[src/hdl/hsl_hue_rotate_color_top_macros.svh]
// ----------------------------------------------------------------------------
// hsl hue rotate assertion macros
// shared concurrent assertion forms for the hue rotation pipeline
// ----------------------------------------------------------------------------
`ifndef HSL_HUE_ROTATE_COLOR_TOP_MACROS_SVH
`define HSL_HUE_ROTATE_COLOR_TOP_MACROS_SVH

// same-cycle implication, disabled while reset is low
`define HRC_ASSERT(lbl, clk, rstn, ante, cons, msg) \
    lbl: assert property (@(posedge clk) disable iff (!rstn) (ante) |-> (cons)) \
        else $error(msg);

// next-cycle implication, disabled while reset is low
`define HRC_ASSERT_NEXT(lbl, clk, rstn, ante, cons, msg) \
    lbl: assert property (@(posedge clk) disable iff (!rstn) (ante) |=> (cons)) \
        else $error(msg);

`endif

[src/hdl/hrc_pkg.sv]
// ----------------------------------------------------------------------------
// hrc_pkg
// widths, fixed-point constants and shared types of the hue rotation pipeline
// ----------------------------------------------------------------------------
package hrc_pkg;

    localparam int FRAC_BITS = 16;
    localparam int UNIT_W    = FRAC_BITS + 1;
    localparam int DIV_W     = 11;
    localparam int REM_W     = DIV_W + 1;

    localparam int unsigned ONE_I = 32'd1 << FRAC_BITS;

    typedef logic [FRAC_BITS-1:0] frac_t;
    typedef logic [UNIT_W-1:0]    unit_t;

    localparam unit_t FX_ONE        = UNIT_W'(ONE_I);
    localparam unit_t FX_HALF       = UNIT_W'(ONE_I / 2);
    localparam unit_t FX_TWELFTH    = UNIT_W'(ONE_I / 12);
    localparam unit_t FX_SIXTH      = UNIT_W'(ONE_I / 6);
    localparam unit_t FX_THIRD      = UNIT_W'(ONE_I / 3);
    localparam unit_t FX_TWO_THIRDS = UNIT_W'((2 * ONE_I) / 3);

    localparam logic [8:0] HALF_SUM = 9'd255;
    localparam logic [8:0] FULL_SUM = 9'd510;

    typedef struct packed {
        logic       grey;
        logic       right;
        unit_t      lum;
        logic [7:0] comp_red;
        logic [7:0] comp_green;
        logic [7:0] comp_blue;
    } side_t;

    typedef struct packed {
        logic [DIV_W-1:0] sat_num;
        logic [DIV_W-1:0] sat_den;
        logic [DIV_W-1:0] hue_num;
        logic [DIV_W-1:0] hue_den;
    } div_ops_t;

endpackage

[src/hdl/hrc_div.sv]
// ----------------------------------------------------------------------------
// hrc_div
// pipelined restoring divider, one quotient bit per stage, quotient < 2 ONE
// ----------------------------------------------------------------------------
module hrc_div (
    input  logic                      aclk,
    input  logic                      en,
    input  logic [hrc_pkg::DIV_W-1:0] num_in,
    input  logic [hrc_pkg::DIV_W-1:0] den_in,
    output hrc_pkg::unit_t            quot_out
);
    import hrc_pkg::*;

    logic [REM_W-1:0] rem_reg [UNIT_W];
    logic [DIV_W-1:0] den_reg [UNIT_W];
    unit_t            quo_reg [UNIT_W];

    for (genvar k = 0; k < UNIT_W; k++) begin : g_stage
        logic [REM_W-1:0] rem_in;
        logic [DIV_W-1:0] den_k;
        unit_t            quo_in;
        logic             ge;
        logic [REM_W-1:0] rem_sub;
        logic [REM_W-1:0] rem_next;
        unit_t            quo_next;

        if (k == 0) begin : g_first
            assign rem_in = {1'b0, num_in};
            assign den_k  = den_in;
            assign quo_in = '0;
        end else begin : g_rest
            assign rem_in = rem_reg[k-1];
            assign den_k  = den_reg[k-1];
            assign quo_in = quo_reg[k-1];
        end

        assign ge       = rem_in >= {1'b0, den_k};
        assign rem_sub  = ge ? rem_in - {1'b0, den_k} : rem_in;
        assign rem_next = {rem_sub[REM_W-2:0], 1'b0};
        assign quo_next = {quo_in[UNIT_W-2:0], ge};

        always_ff @(posedge aclk) begin
            if (en) begin
                rem_reg[k] <= rem_next;
                den_reg[k] <= den_k;
                quo_reg[k] <= quo_next;
            end
        end
    end

    assign quot_out = quo_reg[UNIT_W-1];

endmodule

[config.mk]
export PLATFORM = sky130hd
export DESIGN_NAME = hrc_div
export DESIGN_NICKNAME = d
export VERILOG_FILES = /design/src/hdl/hsl_hue_rotate_color_top_macros.svh /design/src/hdl/hrc_pkg.sv /design/src/hdl/hrc_div.sv
export SDC_FILE = /design/constraint.sdc
export NUM_CORES = 1
export LEC_CHECK = 0
export BUFFER_PORTS_ARGS = -buffer_cell sky130_fd_sc_hd__buf_2
export CORE_AREA = 10 10 368 228
export DETAILED_ROUTE_END_ITERATION = 10
export DIE_AREA = 0 0 378 238
export SKIP_LAST_GASP = 1
export SLEW_MARGIN = 20
export SYNTH_ARGS = -nofsm -noshare
export SYNTH_HDL_FRONTEND = slang
export SYNTH_SLANG_ARGS = --single-unit
export TNS_END_PERCENT = 10
[constraint.sdc]
create_clock -name aclk -period 2.3 [get_ports aclk]
set_input_delay 0.345 -clock aclk [delete_from_list [all_inputs] [get_ports aclk]]
set_output_delay 0.345 -clock aclk [all_outputs]
set_load 0.01 [all_outputs]
==> out/results.ini <==
[status]
status = complete, but fails checks
violations = setup timing

[synth]
async_flop_share = 0
netlist_instances = 2145
synth_nets = 2371
synth_edf_count = 505
syn_area_um2 = 26700
netlist.top_cell.by_area = edfxtp_1
yosysWarnings = 0
synth_top_area_share = 0.567
synth-main-ff-cell = edfxtp_1
avgSynthCellArea_um2 = 12.5
postSynthRegisterBits = 505
ys_top_cells_by_area = edfxtp_1 (57%), ha_1 (8.7%), inv_1 (3.5%), mux2_2 (2.3%), nor2_1 (2.1%)
seq_area_frac_synth = 0.567
ys_types = 70

[critical_path]
cpMaxStageDelayCell = or4_1
arrival_ps = 2800
rr_worst_depth = 8
cpPeakStageDelay_ps = 510
crit_required_ps = 2660
cp-end-kind = flip-flop
rr_startpoint = den_reg[0][56]$_DFFE_PP_
startpoint_type = flip-flop
cpMostUsedCell = ha_1
timing.rr.end = rem_reg[0][75]$_DFFE_PP_
worstPathMaxFanout = 7
rrSetupSlack_ps = -140
path_class = reg -> reg
crit_chain = inv_1, ha_1, ha_1, o211ai_1, a211o_1, o211a_4, or4_1, o211a_1

[sta]
max_freq_mhz = 410
post-route-min-period_ps = 2440
hold_ws_ps = 57.9
finalCritPeriodShare = 1.06
setup_viol = 75
tightestPinTransition_ps = 522
grt_setup_unrepaired = yes
finalMaxSlewViolations = 0
skew_ps = 32.0
fin_ws_ps = -137
hold_viol = 0
slew_headroom = 0.650

[routing]
vias = 18591
wirelength_um = 64200
postRouteAntennaNets = 0
drc_errors = 0
first_iter_violations = 1756
wl_per_cell_um = 17.7
vias_per_cell = 5.12
drt_first_pass_iters = 5

[worst_hold_path]
holdPathStages = 2
holdCritPathClass = in -> reg
min_to = den_reg[0][4]$_DFFE_PP_
worstHoldStart = den_in[4]

[clock_tree]
numCtsBuffers = 53
clk_latency_ps = 620
cts_root_buf = clkbuf_16
cts.sinks = 505
cts.clk_slew.worst_paths_ps = 60
cts_tree = yes
cts_max_level = 2
cts_buffer_depth = 3

[layout]
fin_nets = 2805
antennaDiodeCount = 0
drive_above_1_share = 0.269
final_common_cell = edfxtp_1
final_cell_mix = edfxtp_1 (505), buf_4 (341), inv_1 (237), ha_1 (160), nor2_1 (148)
num-fill-cells = 7018
areaGrowthSynthToFinish_pct = 24.6

[global_routing]
antenna_found_initial = 1
track_usage = 0.139
grt_first_pass_wirelength_um = 101000
first_global_vias = 18036
grt_max_degree = 78
gr-total-overflow = 0

[flow_run]
maxCapViolCount = 0

[die]
row_count = 79
core_area_um2 = 76900
start_util = 0.348
io_pins = 41
die_area_um2 = 90000
chipWidth_um = 378
die_h_um = 238

[placed_design]
io_buffers = 40
place_hpwl_um = 47200
gp_congestion = 0.881

[power]
cellLeakagePower_nw = 13.4
p_per_area_nw_per_um2 = 1270
power_w = 0.0423
ir_drop_uv = 580

-- worst max path at each step --
stage | startpoint | endpoint | slack [ps]
floorplan | rem_reg[0][132]$_SDFFCE_PN0P_ | rem_reg[0][147]$_DFFE_PP_ | -10
global route | den_reg[0][110]$_DFFE_PP_ | rem_reg[0][127]$_DFFE_PP_ | -190
finish | den_reg[0][56]$_DFFE_PP_ | rem_reg[0][75]$_DFFE_PP_ | -140
global placement | rem_reg[0][126]$_DFFE_PP_ | rem_reg[0][141]$_DFFE_PP_ | -220
detailed placement | rem_reg[0][132]$_SDFFCE_PN0P_ | rem_reg[0][146]$_DFFE_PP_ | -210
CTS | rem_reg[0][110]$_SDFFCE_PN0P_ | rem_reg[0][127]$_DFFE_PP_ | -100
-- per-layer routing --
| layer | vias to the layer above | wire (um) | track usage |
|---|---|---|---|
| li1 | 8970 | - | - |
| met1 | 9026 | 34700 | 0.227 |
| met2 | 523 | 24900 | 0.186 |
| met3 | 72 | 3610 | 0.0228 |
| met4 | 0 | 948 | 0.0274 |
| met5 | - | 0 | 0 |
-- cell type report --
cell class,instances,area [um2],area share
clock buffer,58,1370,0.0410
clock inverter,38,487,0.0146
inverter,253,976,0.0293
multi-input combinational,1364,11000,0.329
sequential,505,15200,0.455
tap,1012,1270,0.0380
timing repair buffer,402,3080,0.0926
-- per-stage QoR --
| step | area, um2 | util | setup slack [ps] | setup TNS [ps] | std cells |
|---|---|---|---|---|---|
| floorplan | 26700 | - | -13.9 | -390 | 2145 |
| finish | 33300 | 0.433 | -137 | -4150 | 3632 |
| global placement | 30600 | 0.398 | -222 | -8700 | 3499 |
| detailed placement | 30600 | 0.398 | -208 | -12570 | 3499 |
| global route | 33300 | 0.433 | -190 | -14620 | 3632 |
| CTS | 32900 | 0.428 | -98.0 | -4850 | 3620 |
-- cells by family (layout without fill, tap and decap cells) --
family                     after synthesis  after routing  share of synthesized area
muxes                                   81             81                     0.0376
xor gates and xnor gates                66             66                     0.0216
adders and majority gates              202            202                     0.0990
buffers and inverters                  278            751                     0.0430
DFF                                    505            505                      0.567
and+or+nand+nor                        491            493                     0.0951
AOI/OAI and AO/OA                      522            522                      0.136
-- critical path: cells and delay by family, from the launching register on --
family	cells	cell delay, ps
buf+inv	1	90
simple gates	1	510
flops	1	380
fa+ha+maj	2	460
compound gates	4	760
-- report_power, final --
part | switching [W] | total (W) | internal (W)
combinational | 0.00947 | 0.0188 | 0.00935
sequential | 0.00131 | 0.0143 | 0.0130
clock | 0.00377 | 0.00912 | 0.00535
-- cells in the mapped netlist, types with 40 or more instances --
library cell	instances
xnor2_1	53
nand2_1	71
mux2_2	54
o21ai_0	110
inv_1	246
nand3_1	50
nor2_1	148
a21o_1	41
nor3_1	48
edfxtp_1	505
ha_1	186
o21a_1	40
a21oi_1	95
-- what timing repair did --
action | CTS | global route
hold buffers | 9 | 0
pin swaps | 25 | 24
setup endpoints to repair | 129 | 161
hold endpoints to repair | 9 | 0
buffers inserted | 15 | 11
gates resized for setup | 64 | 59
gates cloned | 1 | 1
(Power assumes the default switching activity.)
