**src/hdl/hsl_hue_rotate_color_top_macros.svh**
```systemverilog
// ----------------------------------------------------------------------------
// hsl hue rotate assertion macros
// shared concurrent assertion forms for the hue rotation pipeline
// ----------------------------------------------------------------------------
`ifndef HSL_HUE_ROTATE_COLOR_TOP_MACROS_SVH
`define HSL_HUE_ROTATE_COLOR_TOP_MACROS_SVH

// same-cycle implication, disabled while reset is low
`define HRC_ASSERT(lbl, clk, rstn, ante, cons, msg) \
    lbl: assert property (@(posedge clk) disable iff (!rstn) (ante) |-> (cons)) \
        else $error(msg);

// next-cycle implication, disabled while reset is low
`define HRC_ASSERT_NEXT(lbl, clk, rstn, ante, cons, msg) \
    lbl: assert property (@(posedge clk) disable iff (!rstn) (ante) |=> (cons)) \
        else $error(msg);

`endif

```
**src/hdl/hrc_pkg.sv**
```systemverilog
// ----------------------------------------------------------------------------
// hrc_pkg
// widths, fixed-point constants and shared types of the hue rotation pipeline
// ----------------------------------------------------------------------------
package hrc_pkg;

    localparam int FRAC_BITS = 16;
    localparam int UNIT_W    = FRAC_BITS + 1;
    localparam int DIV_W     = 11;
    localparam int REM_W     = DIV_W + 1;

    localparam int unsigned ONE_I = 32'd1 << FRAC_BITS;

    typedef logic [FRAC_BITS-1:0] frac_t;
    typedef logic [UNIT_W-1:0]    unit_t;

    localparam unit_t FX_ONE        = UNIT_W'(ONE_I);
    localparam unit_t FX_HALF       = UNIT_W'(ONE_I / 2);
    localparam unit_t FX_TWELFTH    = UNIT_W'(ONE_I / 12);
    localparam unit_t FX_SIXTH      = UNIT_W'(ONE_I / 6);
    localparam unit_t FX_THIRD      = UNIT_W'(ONE_I / 3);
    localparam unit_t FX_TWO_THIRDS = UNIT_W'((2 * ONE_I) / 3);

    localparam logic [8:0] HALF_SUM = 9'd255;
    localparam logic [8:0] FULL_SUM = 9'd510;

    typedef struct packed {
        logic       grey;
        logic       right;
        unit_t      lum;
        logic [7:0] comp_red;
        logic [7:0] comp_green;
        logic [7:0] comp_blue;
    } side_t;

    typedef struct packed {
        logic [DIV_W-1:0] sat_num;
        logic [DIV_W-1:0] sat_den;
        logic [DIV_W-1:0] hue_num;
        logic [DIV_W-1:0] hue_den;
    } div_ops_t;

endpackage

```
**src/hdl/hrc_prep.sv**
```systemverilog
// ----------------------------------------------------------------------------
// hrc_prep
// first stage: max, min, delta, lightness, sextant numerator and divider operands
// ----------------------------------------------------------------------------
module hrc_prep (
    input  logic             aclk,
    input  logic             aresetn,
    input  logic             en,
    input  logic             s_valid,
    input  logic [7:0]       red_in,
    input  logic [7:0]       green_in,
    input  logic [7:0]       blue_in,
    input  logic             rotate_right,
    output logic             valid_out,
    output hrc_pkg::side_t    side_out,
    output hrc_pkg::div_ops_t ops_out
);
    import hrc_pkg::*;

    logic [7:0]        mx;
    logic [7:0]        mn;
    logic [7:0]        delta;
    logic [8:0]        sum;
    logic [8:0]        den;
    logic [FRAC_BITS-1:0] lum_y;
    logic [FRAC_BITS:0]   lum_ysum;
    logic signed [11:0] r12, g12, b12, d12, num_s;
    logic [11:0]       d6;
    logic              valid_reg;
    side_t             side_reg, side_next;
    div_ops_t          ops_reg, ops_next;

    always_comb begin
        mx = red_in;
        if (green_in > mx) mx = green_in;
        if (blue_in > mx) mx = blue_in;
        mn = red_in;
        if (green_in < mn) mn = green_in;
        if (blue_in < mn) mn = blue_in;
        delta = mx - mn;
        sum   = {1'b0, mx} + {1'b0, mn};
        den   = (sum < HALF_SUM) ? sum : FULL_SUM - sum;
        // lightness sum * ONE / 510 = y + y / 255 with y = sum * ONE / 512
        lum_y    = FRAC_BITS'(sum) << (FRAC_BITS - 9);
        lum_ysum = {1'b0, lum_y} + (FRAC_BITS+1)'(lum_y >> 8) + 1'b1;
        r12   = {4'b0, red_in};
        g12   = {4'b0, green_in};
        b12   = {4'b0, blue_in};
        d12   = {4'b0, delta};
        d6    = 12'((d12 << 2) + (d12 << 1));
        // red wins ties over green, green over blue
        if (mx == red_in) begin
            num_s = (green_in < blue_in ? $signed(d6) : 12'sd0) + g12 - b12;
        end else if (mx == green_in) begin
            num_s = (d12 << 1) + b12 - r12;
        end else begin
            num_s = (d12 << 2) + r12 - g12;
        end

        ops_next.sat_num = DIV_W'(delta);
        ops_next.sat_den = DIV_W'(den);
        ops_next.hue_num = (num_s < 0) ? '0 : num_s[DIV_W-1:0];
        ops_next.hue_den = d6[DIV_W-1:0];

        side_next.grey       = (delta == 8'd0);
        side_next.right      = rotate_right;
        side_next.lum        = {1'b0, lum_y} + UNIT_W'(lum_ysum >> 8);
        side_next.comp_red   = 8'd255 - red_in;
        side_next.comp_green = 8'd255 - green_in;
        side_next.comp_blue  = 8'd255 - blue_in;
    end

    always_ff @(posedge aclk) begin
        if (!aresetn) begin
            valid_reg <= 1'b0;
        end else if (en) begin
            valid_reg <= s_valid;
        end
    end

    always_ff @(posedge aclk) begin
        if (en) begin
            ops_reg  <= ops_next;
            side_reg <= side_next;
        end
    end

    assign valid_out = valid_reg;
    assign side_out  = side_reg;
    assign ops_out   = ops_reg;

endmodule

```
**config.mk**
```make
export PLATFORM = sky130hd
export DESIGN_NAME = hrc_prep
export DESIGN_NICKNAME = d
export VERILOG_FILES = /design/src/hdl/hsl_hue_rotate_color_top_macros.svh /design/src/hdl/hrc_pkg.sv /design/src/hdl/hrc_prep.sv
export SDC_FILE = /design/constraint.sdc
export NUM_CORES = 1
export LEC_CHECK = 0
export ABC_CLOCK_PERIOD_IN_PS = 10400
export BUFFER_PORTS_ARGS = -buffer_cell sky130_fd_sc_hd__buf_2
export CELL_PAD_IN_SITES_DETAIL_PLACEMENT = 1
export CELL_PAD_IN_SITES_GLOBAL_PLACEMENT = 2
export CORE_ASPECT_RATIO = 0.75
export CORE_MARGIN = 2
export CORE_UTILIZATION = 37
export DETAILED_ROUTE_END_ITERATION = 8
export GPL_TIMING_DRIVEN = 0
export PLACE_DENSITY_LB_ADDON = 0.1
export SLEW_MARGIN = 10
export SYNTH_ARGS = -nofsm -noshare
export SYNTH_HDL_FRONTEND = slang
export SYNTH_SLANG_ARGS = --single-unit
```
**constraint.sdc**
```tcl
create_clock -name aclk -period 10.4 [get_ports aclk]
set_input_delay 2.08 -clock aclk [delete_from_list [all_inputs] [get_ports aclk]]
set_output_delay 2.08 -clock aclk [all_outputs]
set_load 0.01 [all_outputs]
```
==> results.toml <==
[cells_and_area]
antenna_cells = 0
area_delta_synth_final_pct = 21.5
final_nets = 1069
drive_above_1_share_pct = 26.1

[sta]
hold_viol = 0
fin_crit_ns = 10.06
setup-violations-final = 0
finalCritPeriodShare_pct = 96.7
slew_headroom_pct = 34.8
worst_pin_slew_ns = 0.971
drv_slew = 0
setup_slack_ns = 0.340
finClkSkew_ns = 0
fmax_mhz = 99.4

[min_path]
hp-class = "reg -> reg"
hp-start = "valid_out"
holdPathStages = 2
worst_hold_path.endpoint = "valid_out"

[route]
postRouteAntennaNets = 0
avgRoutedWirePerCell_microns = 21.3
drt-initial-drc-count = 385
drc = 0
routed_wirelength_microns = 25800
dr_total_vias = 6541
first_pass_iters = 5
viasPerCell = 5.42

[floorplanning]
ios = 117
dieWidth_microns = 171
start_util_pct = 38.0
rows = 45
design.die.area_sq_mm = 0.0221
fp.coreArea_sq_mm = 0.0204
fp.dieH_microns = 129

[worst_setup_path]
r2r_end = "valid_out"
crit_fanout = 10
timing.rr.start = "valid_out"
crit_type = "in -> reg"
cp_slowest_stage_delay_ns = 0.50
crit_top_cell = "ha_1"
rr_worst_depth = 2
worstPathRequired_ns = 10.51
startpoint_type = "primary input"
worstPathArrival_ns = 10.17
end_kind = "flip-flop"
crit_path_top_delay_cell = "fa_1"
r2r_slack_ns = 9.82

[placement]
dp_hpwl_microns = 20100
io_buffers = 110
gp_congestion = 0.872
preCtsSetupSlack_ns = -1.82

[synth]
ys_ff_latch = 80
yosysTopAreaCellShare_pct = 30.6
synth_largest_area_cell = "edfxtp_1"
yosysSeqAreaShare_pct = 30.9
synth.most_common_cell = "inv_1"
ys.flop_type = "edfxtp_1"
syn_area_sq_mm = 0.00775
yosys_warnings = 0
synth_area_leaders = "edfxtp_1 (31%), ha_1 (15%), fa_1 (7.0%), xnor2_1 (4.6%), inv_1 (4.6%)"
syn_inst = 765
post_synth.cell_area_avg_sq_um = 10.1
synth_cell_types = 80
synthArstFlopShare_pct = 0
synth_edf_count = 79
synth_commonest_cells = "inv_1 (95), ha_1 (93), edfxtp_1 (79)"

[cts]
cts.sinks = 80
htree_levels = 3
cts_tree = "built"
cts-root-buf = "clkbuf_16"
clk_latency_ns = 0.35
clockBufferDepth = 2
clk_pin_slew_ns = 0.07
cts_made_buffers = 9

[global_route]
antenna_found_initial = 0
grt_pass1_wl_microns = 38500
grt_pass1_vias = 6559
grt_overflow = 0
grt_max_degree = 58
grt_use_total_pct = 23.4

[job]
maxCapViolCount = 0

[run_status]
status = "finished clean"
[metal layers]
metal	GRT usage [%]	wire length (microns)	share of wire [%]
met5	0	0	0
met4	6.23	416	1.6
met3	3.57	1420	5.5
met2	35.4	11100	43
met1	34.8	12800	50
[worst max-delay path by stage]
stage | start | to | slack, ns | cells after the start
finish | red_in[6] | ops_out[14] | 0.34 | 40
global route | red_in[6] | ops_out[13] | -0.05 | 42
CTS | red_in[1] | ops_out[14] | 0.03 | 40
detailed placement | red_in[5] | ops_out[14] | -1.82 | 36
global placement | red_in[5] | ops_out[14] | -1.57 | 36
floorplan | red_in[5] | ops_out[14] | 0.76 | 39
[cell type report]
| class | count | area (sq um) |
|---|---|---|
| Fill cell | 2348 | 11000 |
| Multi-Input combinational cell | 567 | 4990 |
| Sequential cell | 80 | 2390 |
| Timing Repair Buffer | 140 | 805 |
| Inverter | 95 | 364 |
| Tap cell | 282 | 353 |
| Clock buffer | 9 | 225 |
| Buffer | 27 | 200 |
| Clock inverter | 7 | 88.8 |
[placed cells by master (no fill, tap or decap), types with 18 or more instances in the layout]
cell type / n
a21o_1: 18
edfxtp_1: 79
o21ai_0: 43
xnor2_1: 37
buf_4: 41
buf_2: 110
xor2_1: 21
nor2_1: 37
nand2_1: 32
fa_1: 26
a21oi_1: 43
ha_1: 91
inv_1: 92
[sequential cells by signal (all words and copies together), names as in the netlist]
| signal | count |
|---|---|
| ops_out | 36 |
| side_out | 43 |
| valid_out | 1 |
[timing repair]
| action | CTS | global route |
|---|---|---|
| buffers inserted | 9 | 20 |
| setup endpoints to repair | 11 | 11 |
| gates resized for setup | 21 | 27 |
| pin swaps | 6 | 10 |
| endpoints found under the hold margin | 0 | 0 |
| hold buffers | 0 | 0 |
[cell families (layout without fill, tap and decap cells)]
logic type / count (synthesis) / after routing / synth area share, %
AO/OA/AOI/OAI: 212 / 212 / 20.4
buffers and inverters: 123 / 278 / 7.04
multiplexers: 19 / 19 / 2.45
other: 1 / 6 / 0.0484
AND/OR/NAND/NOR: 144 / 144 / 9.53
flip-flops: 80 / 80 / 30.9
XOR/XNOR: 65 / 65 / 7.54
adder cells (fa/ha/maj): 121 / 121 / 22.1
[per-stage QoR]
step           TNS (ns)  cells  util (%)  instance area, sq um  hold WS, ns
3_5_place_dp     -20.09   1163      42.7                  8700        0.513
4_1_cts               0   1188      45.0                  9170        0.529
2_1_floorplan         0    770         -                  7770        0.538
6_report              0   1207      46.2                  9410        0.523
5_1_grt          -0.194   1207      46.2                  9410        0.561
3_3_place_gp     -16.76   1162      42.5                  8670        0.500
[worst max-delay path, delay by kind of cell]
kind	cells	cell delay, ns
compound gates	15	2.87
fa+ha+maj	6	2.09
buf+inv	9	1.47
simple gates	8	1.02
xor+xnor	2	0.63
Power is not shown: default switching activity piles up to over one toggle a cycle in this logic, so the estimate is an artifact.
