<file path="config.mk">
export PLATFORM = sky130hd
export DESIGN_NAME = hrc_mix
export DESIGN_NICKNAME = d
export VERILOG_FILES = /design/src/hdl/hrc_pkg.sv /design/src/hdl/hrc_mix.sv
export VERILOG_INCLUDE_DIRS = /design/src /design/src/hdl
export SDC_FILE = /design/constraint.sdc
export NUM_CORES = 2
export LEC_CHECK = 0
export BUFFER_PORTS_ARGS = -buffer_cell sky130_fd_sc_hd__clkbuf_2
export CAP_MARGIN = 20
export CORE_ASPECT_RATIO = 0.5
export CORE_MARGIN = 4
export CORE_UTILIZATION = 30
export CTS_CLUSTER_DIAMETER = 100
export DETAILED_ROUTE_END_ITERATION = 6
export PLACE_DENSITY = 0.5
export SYNTH_ARGS = -nofsm -noshare
export SYNTH_HDL_FRONTEND = slang
export SYNTH_SLANG_ARGS = --single-unit
</file>
<file path="constraint.sdc">
create_clock -name aclk -period 22.6 [get_ports aclk]
set_input_delay 1.13 -clock aclk [delete_from_list [all_inputs] [get_ports aclk]]
set_output_delay 1.13 -clock aclk [all_outputs]
set_load 0.01 [all_outputs]
</file>
<file path="src/hdl/hsl_hue_rotate_color_top_macros.svh">
// ----------------------------------------------------------------------------
// hsl hue rotate assertion macros
// shared concurrent assertion forms for the hue rotation pipeline
// ----------------------------------------------------------------------------
`ifndef HSL_HUE_ROTATE_COLOR_TOP_MACROS_SVH
`define HSL_HUE_ROTATE_COLOR_TOP_MACROS_SVH

// same-cycle implication, disabled while reset is low
`define HRC_ASSERT(lbl, clk, rstn, ante, cons, msg) \
    lbl: assert property (@(posedge clk) disable iff (!rstn) (ante) |-> (cons)) \
        else $error(msg);

// next-cycle implication, disabled while reset is low
`define HRC_ASSERT_NEXT(lbl, clk, rstn, ante, cons, msg) \
    lbl: assert property (@(posedge clk) disable iff (!rstn) (ante) |=> (cons)) \
        else $error(msg);

`endif

</file>
<file path="src/hdl/hrc_pkg.sv">
// ----------------------------------------------------------------------------
// hrc_pkg
// widths, fixed-point constants and shared types of the hue rotation pipeline
// ----------------------------------------------------------------------------
package hrc_pkg;

    localparam int FRAC_BITS = 16;
    localparam int UNIT_W    = FRAC_BITS + 1;
    localparam int DIV_W     = 11;
    localparam int REM_W     = DIV_W + 1;

    localparam int unsigned ONE_I = 32'd1 << FRAC_BITS;

    typedef logic [FRAC_BITS-1:0] frac_t;
    typedef logic [UNIT_W-1:0]    unit_t;

    localparam unit_t FX_ONE        = UNIT_W'(ONE_I);
    localparam unit_t FX_HALF       = UNIT_W'(ONE_I / 2);
    localparam unit_t FX_TWELFTH    = UNIT_W'(ONE_I / 12);
    localparam unit_t FX_SIXTH      = UNIT_W'(ONE_I / 6);
    localparam unit_t FX_THIRD      = UNIT_W'(ONE_I / 3);
    localparam unit_t FX_TWO_THIRDS = UNIT_W'((2 * ONE_I) / 3);

    localparam logic [8:0] HALF_SUM = 9'd255;
    localparam logic [8:0] FULL_SUM = 9'd510;

    typedef struct packed {
        logic       grey;
        logic       right;
        unit_t      lum;
        logic [7:0] comp_red;
        logic [7:0] comp_green;
        logic [7:0] comp_blue;
    } side_t;

    typedef struct packed {
        logic [DIV_W-1:0] sat_num;
        logic [DIV_W-1:0] sat_den;
        logic [DIV_W-1:0] hue_num;
        logic [DIV_W-1:0] hue_den;
    } div_ops_t;

endpackage

</file>
<file path="src/hdl/hrc_mix.sv">
// ----------------------------------------------------------------------------
// hrc_mix
// hue turn, p and q, per-channel ramps and byte scaling in four stages
// ----------------------------------------------------------------------------
`include "hsl_hue_rotate_color_top_macros.svh"

module hrc_mix (
    input  logic           aclk,
    input  logic           aresetn,
    input  logic           en,
    input  logic           valid_in,
    input  hrc_pkg::side_t side_in,
    input  hrc_pkg::unit_t lum_in,
    input  hrc_pkg::unit_t sat_in,
    input  hrc_pkg::unit_t hue_in,
    output logic           valid_out,
    output logic [7:0]     rot_red,
    output logic [7:0]     rot_green,
    output logic [7:0]     rot_blue,
    output logic [7:0]     comp_red,
    output logic [7:0]     comp_green,
    output logic [7:0]     comp_blue
);
    import hrc_pkg::*;

    typedef enum logic [1:0] {
        SEG_UP,
        SEG_Q,
        SEG_DOWN,
        SEG_P
    } seg_t;

    // stage a
    unit_t              sat_m, hue_c, hs;
    frac_t              hue_m, h1_next;
    logic [2*UNIT_W-1:0] ls_prod;
    logic               va_reg;
    side_t              sa_reg;
    unit_t              lum_a_reg, sat_a_reg, ls_a_reg;
    frac_t              h1_a_reg;
    logic               grey_a_reg, lt_a_reg;

    always_comb begin
        sat_m = side_in.grey ? '0 : sat_in;
        hue_c = (hue_in >= FX_ONE) ? FX_ONE - 1'b1 : hue_in;
        hue_m = side_in.grey ? '0 : hue_c[FRAC_BITS-1:0];
        if (side_in.right) begin
            hs = {1'b0, hue_m} + FX_TWELFTH;
            if (hs >= FX_ONE) hs = hs - FX_ONE;
        end else if ({1'b0, hue_m} < FX_TWELFTH) begin
            hs = {1'b0, hue_m} + FX_ONE - FX_TWELFTH;
        end else begin
            hs = {1'b0, hue_m} - FX_TWELFTH;
        end
        h1_next = hs[FRAC_BITS-1:0];
        ls_prod = lum_in * sat_m;
    end

    // stage b
    logic [UNIT_W:0]        q_full;
    logic signed [UNIT_W+2:0] p_s, d_s;
    unit_t                  q_c, p_c, d_c;
    unit_t                  t_ch [3];
    unit_t                  x_next [3];
    seg_t                   seg_next [3];
    logic [UNIT_W+2:0]      x6;
    logic                   vb_reg;
    side_t                  sb_reg;
    unit_t                  p_b_reg, q_b_reg, d_b_reg, lum_b_reg;
    unit_t                  x_b_reg [3];
    seg_t                   seg_b_reg [3];
    logic                   grey_b_reg;

    always_comb begin
        q_full = lt_a_reg ? {1'b0, lum_a_reg} + {1'b0, ls_a_reg}
                          : {1'b0, lum_a_reg} + {1'b0, sat_a_reg} - {1'b0, ls_a_reg};
        p_s = $signed({2'b0, lum_a_reg, 1'b0}) - $signed({2'b0, q_full});
        q_c = (q_full > {1'b0, FX_ONE}) ? FX_ONE : q_full[UNIT_W-1:0];
        p_c = (p_s < 0) ? '0 : p_s[UNIT_W-1:0];
        d_s = $signed({3'b0, q_c}) - $signed({3'b0, p_c});
        d_c = (d_s < 0) ? '0 : d_s[UNIT_W-1:0];

        // red and blue sit one third of a turn either side of green
        t_ch[1] = {1'b0, h1_a_reg};
        t_ch[0] = ({1'b0, h1_a_reg} >= FX_ONE - FX_THIRD)
                ? {1'b0, h1_a_reg} + FX_THIRD - FX_ONE : {1'b0, h1_a_reg} + FX_THIRD;
        t_ch[2] = ({1'b0, h1_a_reg} < FX_THIRD)
                ? {1'b0, h1_a_reg} + FX_ONE - FX_THIRD : {1'b0, h1_a_reg} - FX_THIRD;

        x6 = '0;
        for (int c = 0; c < 3; c++) begin
            if (t_ch[c] < FX_SIXTH) begin
                seg_next[c] = SEG_UP;
                x6 = ({3'b0, t_ch[c]} << 2) + ({3'b0, t_ch[c]} << 1);
            end else if (t_ch[c] < FX_HALF) begin
                seg_next[c] = SEG_Q;
                x6 = '0;
            end else if (t_ch[c] < FX_TWO_THIRDS) begin
                seg_next[c] = SEG_DOWN;
                x6 = ({3'b0, FX_TWO_THIRDS - t_ch[c]} << 2)
                   + ({3'b0, FX_TWO_THIRDS - t_ch[c]} << 1);
            end else begin
                seg_next[c] = SEG_P;
                x6 = '0;
            end
            x_next[c] = x6[UNIT_W-1:0];
        end
    end

    // stage c
    logic [2*UNIT_W-1:0] ramp_prod [3];
    logic [UNIT_W:0]     v_next [3];
    logic                vc_reg;
    side_t               sc_reg;
    logic                grey_c_reg;
    logic [UNIT_W:0]     v_reg [3];

    always_comb begin
        for (int c = 0; c < 3; c++) begin
            ramp_prod[c] = d_b_reg * x_b_reg[c];
            case (seg_b_reg[c])
                SEG_UP, SEG_DOWN: v_next[c] = {1'b0, p_b_reg}
                                            + {1'b0, ramp_prod[c][FRAC_BITS +: UNIT_W]};
                SEG_Q:            v_next[c] = {1'b0, q_b_reg};
                SEG_P:            v_next[c] = {1'b0, p_b_reg};
                default:          v_next[c] = {1'b0, p_b_reg};
            endcase
            if (grey_b_reg) v_next[c] = {1'b0, lum_b_reg};
        end
    end

    // stage d: v * 255 as a shift and subtract, then saturate
    logic [UNIT_W+8:0] scaled [3];
    logic [7:0]        byte_next [3];
    logic              vd_reg;
    logic [7:0]        byte_reg [3];
    side_t             sd_reg;

    always_comb begin
        for (int c = 0; c < 3; c++) begin
            scaled[c] = {v_reg[c], 8'b0} - {8'b0, v_reg[c]};
            byte_next[c] = (scaled[c][UNIT_W+8:FRAC_BITS] > 10'd255)
                         ? 8'd255 : scaled[c][FRAC_BITS +: 8];
        end
    end

    always_ff @(posedge aclk) begin
        if (!aresetn) begin
            va_reg <= 1'b0;
            vb_reg <= 1'b0;
            vc_reg <= 1'b0;
            vd_reg <= 1'b0;
        end else if (en) begin
            va_reg <= valid_in;
            vb_reg <= va_reg;
            vc_reg <= vb_reg;
            vd_reg <= vc_reg;
        end
    end

    always_ff @(posedge aclk) begin
        if (en) begin
            sa_reg     <= side_in;
            lum_a_reg  <= lum_in;
            sat_a_reg  <= sat_m;
            ls_a_reg   <= ls_prod[FRAC_BITS +: UNIT_W];
            h1_a_reg   <= h1_next;
            grey_a_reg <= (sat_m == '0);
            lt_a_reg   <= (lum_in < FX_HALF);

            sb_reg     <= sa_reg;
            p_b_reg    <= p_c;
            q_b_reg    <= q_c;
            d_b_reg    <= d_c;
            lum_b_reg  <= lum_a_reg;
            grey_b_reg <= grey_a_reg;
            for (int c = 0; c < 3; c++) begin
                x_b_reg[c]   <= x_next[c];
                seg_b_reg[c] <= seg_next[c];
            end

            sc_reg     <= sb_reg;
            grey_c_reg <= grey_b_reg;
            for (int c = 0; c < 3; c++) begin
                v_reg[c] <= v_next[c];
            end

            sd_reg <= sc_reg;
            for (int c = 0; c < 3; c++) begin
                byte_reg[c] <= byte_next[c];
            end
        end
    end

    assign valid_out  = vd_reg;
    assign rot_red    = byte_reg[0];
    assign rot_green  = byte_reg[1];
    assign rot_blue   = byte_reg[2];
    assign comp_red   = sd_reg.comp_red;
    assign comp_green = sd_reg.comp_green;
    assign comp_blue  = sd_reg.comp_blue;

    `HRC_ASSERT(a_grey_channels_equal, aclk, aresetn, vc_reg && grey_c_reg,
        (v_reg[0] == v_reg[1]) && (v_reg[1] == v_reg[2]), "grey pixel channels differ")
    `HRC_ASSERT(a_q_not_below_p, aclk, aresetn, vb_reg, q_b_reg >= p_b_reg,
        "q fell below p")
    `HRC_ASSERT(a_ramp_in_range, aclk, aresetn, vb_reg,
        (x_b_reg[0] <= FX_ONE) && (x_b_reg[1] <= FX_ONE) && (x_b_reg[2] <= FX_ONE),
        "ramp position beyond one")

endmodule

</file>
==> flow_results.xml <==
<?xml version="1.0" encoding="UTF-8"?>
<metrics>
  <group name="floorplanning">
    <metric name="boundaryPins" unit="">147</metric>
    <metric name="initial_core_util" unit="">0.302</metric>
    <metric name="floorplan.core_area" unit="mm2">0.207</metric>
    <metric name="num_rows" unit="">118</metric>
    <metric name="design.die.area" unit="mm2">0.216</metric>
    <metric name="chipWidth" unit="um">654</metric>
    <metric name="die_height" unit="um">331</metric>
  </group>
  <group name="logic_synthesis">
    <metric name="avgSynthCellArea" unit="um2">9.26</metric>
    <metric name="synth_nets" unit="">8487</metric>
    <metric name="sequential_share_of_the_synthesized_area" unit="">0.177</metric>
    <metric name="syn_std_cell_area" unit="mm2">0.0626</metric>
    <metric name="gate_count_of_the_mapped_netlist" unit="">6753</metric>
    <metric name="yosys_register_bits" unit="">370</metric>
    <metric name="synth_warnings" unit="">0</metric>
    <metric name="number_of_enable_type_register_cells_in_the_synthesized_netlist" unit="">366</metric>
    <metric name="synth_async_sr_flop_share" unit="">0</metric>
    <metric name="synth-main-ff-cell" unit="">sky130_fd_sc_hd__edfxtp_1</metric>
    <metric name="yosys.cell_types.count" unit="">88</metric>
  </group>
  <group name="placed_design">
    <metric name="dp.final_hpwl" unit="mm">128</metric>
    <metric name="pre_cts_ws" unit="ns">12.79</metric>
    <metric name="gp_congestion" unit="">0.848</metric>
    <metric name="io_buffer_count" unit="">129</metric>
  </group>
  <group name="routing">
    <metric name="route.detailed.wl_per_inst" unit="um">17.3</metric>
    <metric name="dr.pass1.iters" unit="">6</metric>
    <metric name="drtAntennaViolNets" unit="">0</metric>
    <metric name="post-route-drc-count" unit="">0</metric>
    <metric name="drtIter0Drc" unit="">2405</metric>
    <metric name="total_via_count_after_detailed_routing" unit="">44500</metric>
    <metric name="detail_route.wirelength" unit="mm">165</metric>
    <metric name="vias_per_cell" unit="">4.65</metric>
  </group>
  <group name="global_route">
    <metric name="grt_use_total" unit="">0.154</metric>
    <metric name="grt_pass1_wl" unit="mm">263</metric>
    <metric name="overflow" unit="">0</metric>
    <metric name="number_of_antenna_violations_at_the_first_check_in_global_routing" unit="">11</metric>
    <metric name="pin_count_of_the_biggest_net_entering_global_routing" unit="">185</metric>
    <metric name="grt_pass1_vias" unit="">45500</metric>
  </group>
  <group name="timing">
    <metric name="max_slew.worst_pin.slew" unit="ns">1.08</metric>
    <metric name="timing.final.crit_share" unit="">0.435</metric>
    <metric name="setup-violations-final" unit="">0</metric>
    <metric name="final_period_minus_worst_setup_slack" unit="ns">9.82</metric>
    <metric name="slew_headroom" unit="">0.277</metric>
    <metric name="max_freq" unit="MHz">102</metric>
    <metric name="layout_skew" unit="ns">0.0400</metric>
    <metric name="timing.final.ws_setup" unit="ns">12.78</metric>
    <metric name="rsz0062_at_grt" unit="">no</metric>
    <metric name="setup_tns" unit="ns">0</metric>
    <metric name="hold_viol" unit="">0</metric>
    <metric name="finalMaxSlewViolations" unit="">0</metric>
  </group>
  <group name="layout">
    <metric name="footprint_of_the_flip_flops_and_latches" unit="mm2">0.0111</metric>
    <metric name="layout.cells.most_common" unit="">sky130_fd_sc_hd__inv_1</metric>
    <metric name="syn2layout_area_growth" unit="%">8.73</metric>
    <metric name="multi_input_area" unit="mm2">0.0455</metric>
    <metric name="final.fill_count" unit="">21500</metric>
    <metric name="num-nets-final" unit="">8489</metric>
    <metric name="layout.cells.most_common_list" unit="">sky130_fd_sc_hd__inv_1 (1,311), sky130_fd_sc_hd__fa_1 (867), sky130_fd_sc_hd__ha_1 (769)</metric>
    <metric name="max_reg_flops" unit="">54</metric>
    <metric name="final_layout_size_suffix_gt1_frac" unit="">0.0504</metric>
  </group>
  <group name="clocking">
    <metric name="cts.sink_count" unit="">370</metric>
    <metric name="max-clock-path-buffers" unit="">3</metric>
    <metric name="htreeDepth" unit="">2</metric>
    <metric name="clkTransAtPathRegs" unit="ns">0.06</metric>
    <metric name="numCtsBuffers" unit="">49</metric>
    <metric name="insertion_delay" unit="ns">0.65</metric>
    <metric name="postCtsSetupBuffers" unit="">0</metric>
    <metric name="cts_tree" unit="">yes</metric>
    <metric name="post_cts_hold_buffer_count" unit="">0</metric>
    <metric name="cts.repair.resized" unit="">0</metric>
    <metric name="root_buffer" unit="">sky130_fd_sc_hd__clkbuf_16</metric>
  </group>
  <group name="setup_path">
    <metric name="bufs_and_invs_on_worst_path" unit="">5</metric>
    <metric name="setup.worst_path.end_class" unit="">register</metric>
    <metric name="critPathMostFrequentCell" unit="">sky130_fd_sc_hd__fa_1</metric>
    <metric name="critical_path_arrival" unit="ns">10.27</metric>
    <metric name="path_delay_family" unit="">adder cells</metric>
    <metric name="timing.critical_path.slowest_stage_cell" unit="">sky130_fd_sc_hd__fa_1</metric>
    <metric name="crit_path_max_fanout" unit="">31</metric>
    <metric name="startpoint_type" unit="">register</metric>
    <metric name="cp_slowest_stage_delay" unit="ns">0.55</metric>
    <metric name="cp.required" unit="ns">23.05</metric>
    <metric name="worst-setup-path-type" unit="">reg -&gt; reg</metric>
  </group>
  <group name="worst_hold_path">
    <metric name="hold_class" unit="">reg -&gt; reg</metric>
  </group>
  <group name="outcome">
    <metric name="outcome" unit="">finished clean</metric>
  </group>
  <group name="run">
    <metric name="cap_violations" unit="">0</metric>
  </group>
</metrics>
## cell families (layout without fill, tap and decap cells)
| group | Yosys count | in the layout | share of synthesized area |
|---|---|---|---|
| XOR/XNOR | 329 | 329 | 0.0465 |
| other | 0 | 6 | 0 |
| AO/OA/AOI/OAI | 870 | 870 | 0.0915 |
| adder cells (fa/ha/maj) | 1636 | 1636 | 0.431 |
| flip-flops | 370 | 370 | 0.177 |
| multiplexers | 51 | 51 | 0.00846 |
| buffers and inverters | 1578 | 1615 | 0.0950 |
| AND/OR/NAND/NOR | 1919 | 1919 | 0.150 |
## metal layers
layer	share of wire	up-vias	GRT usage
met3	0.042	151	0.0178
met2	0.44	746	0.243
met1	0.50	22100	0.225
li1	-	21400	-
met5	0	-	0
met4	0.021	0	0.0360
## synth_stat cells (34+ instances only)
cell type / count / area share
sky130_fd_sc_hd__nor2_1: 244 / 0.015
sky130_fd_sc_hd__edfxtp_1: 366 / 0.18
sky130_fd_sc_hd__clkbuf_1: 241 / 0.014
sky130_fd_sc_hd__inv_1: 1311 / 0.079
sky130_fd_sc_hd__xor2_1: 83 / 0.012
sky130_fd_sc_hd__nor3_1: 100 / 0.0080
sky130_fd_sc_hd__o21ai_0: 158 / 0.013
sky130_fd_sc_hd__mux2i_1: 36 / 0.0058
sky130_fd_sc_hd__a21oi_1: 234 / 0.019
sky130_fd_sc_hd__o21bai_1: 34 / 0.0041
sky130_fd_sc_hd__nand2b_1: 43 / 0.0043
sky130_fd_sc_hd__nand3_1: 68 / 0.0054
sky130_fd_sc_hd__o21a_1: 66 / 0.0079
sky130_fd_sc_hd__nor2b_1: 70 / 0.0070
sky130_fd_sc_hd__fa_1: 867 / 0.28
sky130_fd_sc_hd__xnor2_1: 243 / 0.034
sky130_fd_sc_hd__and2_1: 539 / 0.054
sky130_fd_sc_hd__a21o_1: 121 / 0.015
sky130_fd_sc_hd__ha_1: 769 / 0.15
sky130_fd_sc_hd__nand2_1: 738 / 0.044
sky130_fd_sc_hd__a211oi_1: 36 / 0.0043
## per-stage QoR
stage	std cells	hold slack, ns	area (um2)	utilization
floorplan	6753	0.400	62600	-
global placement	9462	0.400	66300	0.320
detailed placement	9462	0.405	66300	0.320
CTS	9548	0.411	68000	0.328
global route	9554	0.417	68000	0.328
finish	9556	0.411	68000	0.328
## worst reg2reg max path, delay by kind of cell (launching register included)
kind                     cells  cell delay (ns)
AO/OA/AOI/OAI               14             3.18
buffers and inverters        5             0.99
multiplexers                 1             0.25
flip-flops                   1             0.32
AND/OR/NAND/NOR              5             0.84
adder cells (fa/ha/maj)      8             3.65
XOR/XNOR                     1             0.43
## layout make-up
cell class | instances | area share
tap | 2760 | 0.0508
sequential | 370 | 0.163
clock buffer | 57 | 0.0185
antenna | 6 | 0.000221
timing repair buffer | 215 | 0.0196
clock inverter | 29 | 0.00589
multi-input combinational | 4805 | 0.670
inverter | 1314 | 0.0725
## final timing paths
path	cells after the start	slack, ns	from	end
max reg2reg	34	12.78	d_b_reg[10]$_SDFFCE_PN0P_	v_reg[0][34]$_DFFE_PP_
min	0	0.41	sa_reg[22]$_DFFE_PP_	sb_reg[22]$_DFFE_PP_
max	34	12.78	d_b_reg[10]$_SDFFCE_PN0P_	v_reg[0][34]$_DFFE_PP_
min reg2reg	0	0.41	sa_reg[22]$_DFFE_PP_	sb_reg[22]$_DFFE_PP_
Power is not shown: default switching activity piles up to over one toggle a cycle in this logic, so the estimate is an artifact.
